**src/sv/pfx_pkg.sv**
```systemverilog
`timescale 1ns / 1ps
`default_nettype none
package pfx_pkg;

    localparam int STACK_DEPTH = 64;
    localparam int PTR_W = $clog2(STACK_DEPTH);
    localparam int CNT_W = $clog2(STACK_DEPTH + 1);

    localparam logic [7:0] SYM_ADD   = 8'h2B;
    localparam logic [7:0] SYM_SUB   = 8'h2D;
    localparam logic [7:0] SYM_MUL   = 8'h2A;
    localparam logic [7:0] SYM_DIV   = 8'h2F;
    localparam logic [7:0] SYM_MOD   = 8'h25;
    localparam logic [7:0] SYM_POW   = 8'h24;
    localparam logic [7:0] SYM_ZERO  = 8'h30;
    localparam logic [7:0] SYM_SPACE = 8'h20;

    localparam logic [2:0] ST_OK    = 3'd0;
    localparam logic [2:0] ST_UNDER = 3'd1;
    localparam logic [2:0] ST_OVER  = 3'd2;
    localparam logic [2:0] ST_DIVZ  = 3'd3;
    localparam logic [2:0] ST_COUNT = 3'd4;

    // controller to datapath
    typedef struct packed {
        logic       load;      // capture input symbol
        logic       rd_b;      // read second top
        logic       push_num;  // push symbol - '0'
        logic       op_start;  // set up operator work
        logic       div_step;  // one restoring division step
        logic       pow_step;  // one square-and-multiply step
        logic       mul_fix;   // register multiply result
        logic       push_res;  // push computed result
        logic       emit;      // load output register
        logic       clear;     // clear count and error
    } pfx_cmd_t;

    // datapath to controller
    typedef struct packed {
        logic       is_space;
        logic       is_op;
        logic       is_divmod;
        logic       is_pow;
        logic       is_mul;
        logic       err;
        logic       iter_done;
        logic       out_busy;
    } pfx_sts_t;

endpackage
`default_nettype wire

```
**src/sv/pfx_ctrl.sv**
```systemverilog
`timescale 1ns / 1ps
`default_nettype none
module pfx_ctrl
    import pfx_pkg::*;
(
    input  wire logic     clk,
    input  wire logic     rst_n,
    input  wire logic     in_valid,
    output logic          in_ready,
    input  wire logic     in_final,
    input  wire pfx_sts_t sts,
    output pfx_cmd_t      cmd
);

    localparam logic [3:0] S_IDLE  = 4'd0;
    localparam logic [3:0] S_DEC   = 4'd1;
    localparam logic [3:0] S_RDB   = 4'd2;
    localparam logic [3:0] S_CHK   = 4'd3;
    localparam logic [3:0] S_GETB  = 4'd4;
    localparam logic [3:0] S_DIV   = 4'd5;
    localparam logic [3:0] S_POW   = 4'd6;
    localparam logic [3:0] S_MUL   = 4'd7;
    localparam logic [3:0] S_RES   = 4'd8;
    localparam logic [3:0] S_PUSH  = 4'd9;
    localparam logic [3:0] S_FIN   = 4'd10;
    localparam logic [3:0] S_EMIT  = 4'd11;

    logic [3:0] state_reg, state_next;
    logic       fin_reg, fin_next;

    always_ff @(posedge clk or negedge rst_n)
    begin
        if (!rst_n)
        begin
            state_reg <= S_IDLE;
            fin_reg   <= 1'b0;
        end
        else
        begin
            state_reg <= state_next;
            fin_reg   <= fin_next;
        end
    end

    // sequence one symbol
    always_comb
    begin
        cmd        = '0;
        state_next = state_reg;
        fin_next   = fin_reg;
        in_ready   = 1'b0;
        case (state_reg)
            S_IDLE:
            begin
                in_ready = 1'b1;
                if (in_valid)
                begin
                    cmd.load   = 1'b1;
                    fin_next   = in_final;
                    state_next = S_DEC;
                end
            end
            S_DEC:
            begin
                if (sts.err || sts.is_space)
                    state_next = S_FIN;
                else if (sts.is_op)
                    state_next = S_RDB;
                else
                begin
                    cmd.push_num = 1'b1;
                    state_next   = S_FIN;
                end
            end
            S_RDB:
            begin
                cmd.rd_b   = 1'b1;
                state_next = S_CHK;
            end
            S_CHK:
            begin
                if (sts.err)
                    state_next = S_FIN;
                else
                begin
                    cmd.op_start = 1'b1;
                    state_next   = S_GETB;
                end
            end
            S_GETB:
            begin
                if (sts.is_divmod)
                    state_next = S_DIV;
                else if (sts.is_pow)
                    state_next = S_POW;
                else
                    state_next = S_MUL;
            end
            S_DIV:
            begin
                cmd.div_step = 1'b1;
                if (sts.iter_done)
                    state_next = S_RES;
            end
            S_POW:
            begin
                cmd.pow_step = 1'b1;
                if (sts.iter_done)
                    state_next = S_RES;
            end
            S_MUL:
            begin
                if (sts.is_mul)
                    cmd.mul_fix = 1'b1;
                state_next = S_RES;
            end
            S_RES:
            begin
                state_next = S_PUSH;
            end
            S_PUSH:
            begin
                cmd.push_res = 1'b1;
                state_next   = S_FIN;
            end
            S_FIN:
            begin
                if (!fin_reg)
                    state_next = S_IDLE;
                else if (!sts.out_busy)
                    state_next = S_EMIT;
            end
            S_EMIT:
            begin
                cmd.emit   = 1'b1;
                cmd.clear  = 1'b1;
                state_next = S_IDLE;
            end
            default:
            begin
                state_next = S_IDLE;
            end
        endcase
    end

endmodule
`default_nettype wire

```
**config.mk**
```make
export PLATFORM = sky130hd
export DESIGN_NAME = pfx_ctrl
export DESIGN_NICKNAME = d
export VERILOG_FILES = /design/src/sv/pfx_pkg.sv /design/src/sv/pfx_ctrl.sv
export SDC_FILE = /design/constraint.sdc
export NUM_CORES = 1
export LEC_CHECK = 0
export ABC_AREA = 1
export BUFFER_PORTS_ARGS = -buffer_cell sky130_fd_sc_hd__buf_2
export CORE_AREA = 5 5 42 44
export CTS_BUF_LIST = sky130_fd_sc_hd__clkbuf_8
export CTS_CLUSTER_DIAMETER = 100
export DETAILED_ROUTE_END_ITERATION = 8
export DIE_AREA = 0 0 47 49
export GPL_TIMING_DRIVEN = 0
export HOLD_SLACK_MARGIN = 0.08
export PLACE_DENSITY = 0.67
export SYNTH_ARGS = -nofsm -noshare
export SYNTH_HDL_FRONTEND = slang
export SYNTH_SLANG_ARGS = --single-unit
export TNS_END_PERCENT = 10
```
**constraint.sdc**
```tcl
create_clock -name clk -period 2.2 [get_ports clk]
set_input_delay 0.11 -clock clk [delete_from_list [all_inputs] [get_ports clk]]
set_output_delay 0.11 -clock clk [all_outputs]
set_load 0.01 [all_outputs]
```
Yosys cells after proc, flatten, opt, wreduce, memory -nomap -nowiden
Index checks and enable logic that the tools add are counted.
{"block": "totals", "register_bits": 5, "out_inout_bits": 11}
{"block": "op_classes", "n_eq_ne": 14, "n_mux": 25, "n_reduce_logical": 5}
{"op": "4-bit one-hot mux with 10 select lines", "n": 1}
{"op": "4-bit two-way mux", "n": 7}
{"op": "4-bit by 3-bit == test with 1-bit output, second input constant", "n": 4}
{"op": "4-bit == test, second input constant", "n": 4}
{"op": "1-bit two-way mux", "n": 15}
{"op": "4-bit by 2-bit == test with 1-bit output, second input constant", "n": 2}
{"op": "4-bit by 1-bit == test with 1-bit output, second input constant", "n": 1}
{"op": "4-bit logical NOT", "n": 1}
{"op": "2-bit two-way mux", "n": 2}
{"op": "3-bit inequality test, second input constant", "n": 1}
{"op": "3-bit AND reduction", "n": 1}
{"op": "2-bit by 1-bit inequality test with 1-bit output, second input constant", "n": 1}
{"op": "2-bit inequality test, second input constant", "n": 1}
{"op": "2-bit AND reduction", "n": 1}
{"op": "2-bit OR reduction", "n": 1}
{"op": "1-bit logical OR", "n": 1}

Depth between registers and ports, before layout
{"block": "depth", "word_depth": 4, "depth_mapped": 9, "ltp_nobuf": 9}

Worst setup path after synthesis
No wires, ideal clock.
{"block": "synth_timing", "path_type": "flip-flop to flip-flop", "startpoint": "register state_reg[1]", "endpoint": "register state_reg[3]", "setup_ps": 119, "t_arrival_ps": 1049, "setup_slack_ps": 1032, "path_stages_with_launch": 10, "path_buffers": 1, "synth_period_minus_slack_ps": 1168, "cell_sequence": "dfrtp_1 > buf_6 > nor2_2 > nand2_2 > inv_2 > nand2_2 > nand2_2 > nor2_2 > nand2_1 > nand2_1"}
{"block": "synth_via", "elab_chain_len": 4, "word_cells_on_any_way": 17}
{"item": "from (decl)", "line_no": "pfx_ctrl.sv:28", "source": "logic [3:0] state_reg, state_next;"}
{"item": "from (signal assigned)", "line_no": "pfx_ctrl.sv:40", "source": "state_reg <= state_next;"}
{"item": "4-bit by 3-bit == test with 1-bit output", "line_no": "pfx_ctrl.sv:52", "source": "case (state_reg)"}
{"item": "2-bit OR reduction (no line)"}
{"item": "2-bit by 1-bit inequality test with 1-bit output (no line)"}
{"item": "3-bit AND reduction (no line)"}
Parallel ways exist; a longest one is shown, timed or not.
A chain may end at the register's enable or synchronous reset.

==> metrics.md <==
| Metric | Value |
|---|---|
| Number of global-route vias before repair | `between 500 and 600` |
| Post-Synthesis Cells | `between 80 and 90` |
| First-pass GRT wire length | `between 2000 and 2500 um` |
| CTS sink cnt | `5` |
| Final RePlAce weighted congestion | `between 0.8 and 0.9` |
| RSZ-0062 raised after global routing | `false` |
| CTS tree | `built` |
| CP Max Fanout | `5` |
| Kind of start point of the critical path | `register` |
| Worst-Skew Late Latency | `roughly 0.22 ns` |
| Die width | `approximately 47 um` |
| Antenna Diode Count | `0` |
| Drt wl/cell | `about 9.9 um` |
| Site Rows | `14` |
| Syn Nets | `just over 100` |
| Initial core utilization | `between 30% and 40%` |
| CTS root buf | `clkbuf_8` |
| R2R Setup Slk | `0.94 ns` |
| Static Leak | `0.000459 uW` |
| Nets@finish | `between 100 and 150` |
| DRC | `0` |
| Crit path required time | `~2.1 ns` |
| DR vias | `610` |
| Peak supply drop | `approximately 0.75 mV` |
| Worst Tran Pin Value | `between 0.2 and 0.3 ns` |
| Area Overhead vs Synth | `36.2%` |
| Die Ht | `a little under 50 um` |
| Initial antenna violation count | `0` |
| Final hold vios | `0` |
| Cell Area, Synth | `512 sq um` |
| DR vias/cell | `4.62` |
| Hpwl dp | `1080 um` |
| Routed wire length | `roughly 1300 um` |
| H-tree depth | `1` |
| Largest net degree at the start of global routing | `9` |
| Die area | `~0.0023 sq mm` |
| Cts bufs inserted | `3` |
| Syn avg cell area | `between 5 and 6 sq um` |
| Core area | `roughly 0.0014 sq mm` |
| Min cycle time layout | `1.43 ns` |
| Status | `completed` |
| Clock skew | `~0.000053 ns` |
| Iteration-0 DRC Markers | `26` |
| Worst min-delay path class | `input port to register` |
| Reg clk slew, reported paths | `about 0.030 ns` |
| Total Routing Usage GR | `about an eighth` |
| DR pass1 iterations | `4` |
| Total grt overflow | `0` |
| Setup TNS | `0 ns` |
| I/O Pins | `23` |
| Final Util | `roughly half` |
| CP Capture Type | `output pin` |
| Clk buf depth | `2` |
| Final setup fails | `0` |
| Kind of critical path | `register to output pin` |
| Worst Path Arrival | `between 1 and 1.5 ns` |
| Number of gates resized after CTS | `0` |
| Fmax | `0.700 GHz` |
| Synth unique cells | `18` |
| Port buffer count | `22` |
| Max-slew headroom | `between 80% and 90%` |
| Number of max-cap violations | `0` |
| Slew Limit Fails | `0` |
| Max FFs per register | `4` |
| Power per cell area | `1360 mW/mm^2` |
| Seq cells post-synth | `5` |
| Yosys warns | `0` |
| Antenna Nets Post-Route | `0` |
| Share of cells above drive strength 1 | `around 39%` |
| Final critical-path share of the clock period | `64.9%` |
| Post-synthesis sequential area ratio | `between 20% and 30%` |
-- critical path, stage by stage (launching register included) --
cell,delay [ns]
dfrtp_1,0.42
nor2_2,0.26
nand2_1,0.14
nor3_1,0.13
buf_2,0.15
-- cell type report --
class / count / area [sq um]
repair buffers: 23 / 120
plain buffers: 2 / 18.8
multi-input cells: 65 / 304
well taps: 16 / 20.0
inverters: 17 / 63.8
clock buffers: 3 / 41.3
clock inverters: 1 / 3.75
fillers: 150 / 704
flip-flops and latches: 5 / 125
-- timing repair --
item                                   4_1_cts  5_1_grt
setup buffers                                0        0
hold buffers                                 1        0
endpoints found under the hold margin        5        0
-- Yosys cell counts (all sizes together) --
| cell type | instances | area (sq um) |
|---|---|---|
| nor3 | 2 | 10.0 |
| dfrtp | 5 | 125 |
| o211ai | 1 | 7.51 |
| buf | 2 | 18.8 |
| nand3b | 2 | 18.8 |
| o21ai | 2 | 10.0 |
| nand2 | 33 | 136 |
| o221ai | 1 | 8.76 |
| clkinv | 1 | 3.75 |
| nor2 | 18 | 82.6 |
| inv | 16 | 60.1 |
| nand3 | 6 | 30.0 |
-- per-layer routing --
metal  track usage (%)  vias to the layer above  wire length [um]
met5                 0                        -                 0
met4              2.76                        0                 0
met3              3.32                        0               125
met2              18.8                       24               639
met1              17.2                      261               543
li1                  -                      325                 -
-- cell usage in the layout, fill, tap and decap left out, types with 2 or more instances in the layout --
master and count:
inv_2 6, nor2_1 12, clkbuf_8 3, nand2_1 28, nand2_2 5, dfrtp_1 5, nor3_1 2, inv_1 11
buf_2 22, nor2_2 6, nand3_1 6
-- cells by family (layout without fill, tap and decap cells) --
family | after synthesis | count (layout) | share of synthesized area, %
flip-flops | 5 | 5 | 24.4
buffers and inverters | 19 | 46 | 16.1
AO/OA/AOI/OAI | 4 | 4 | 5.13
AND/OR/NAND/NOR | 61 | 61 | 54.3
-- worst paths after layout --
check                          endpoint  cells past startpoint          from
max in group asynchronous  state_reg[2]                      2         rst_n
max reg2reg                state_reg[3]                      8  state_reg[3]
max                              cmd[7]                      4  state_reg[3]
min in group asynchronous       fin_reg                      2         rst_n
min                             fin_reg                      3      in_final
min reg2reg                     fin_reg                      2       fin_reg
-- stage by stage --
stage / instances / worst slack, ns / instance area [sq um] / hold slack [ns] / total power, uW
after floorplan: 89 / 1.03 / 512 / -0.186 / 627
after global placement: 127 / 0.983 / 642 / -0.0753 / 769
after detailed placement: 127 / 0.958 / 642 / -0.0741 / 783
after CTS: 132 / 0.765 / 697 / 0.0901 / 950
after global routing: 132 / 0.624 / 697 / 0.106 / 1060
final: 132 / 0.772 / 697 / 0.0904 / 950
-- power by group --
part	internal (uW)	switching, uW	total (uW)
Combinational	212	385	597
Sequential	140	51.4	191
Clock	119	43.0	162
Total	471	479	950
No activity file was read; power rests on OpenSTA's default activity.
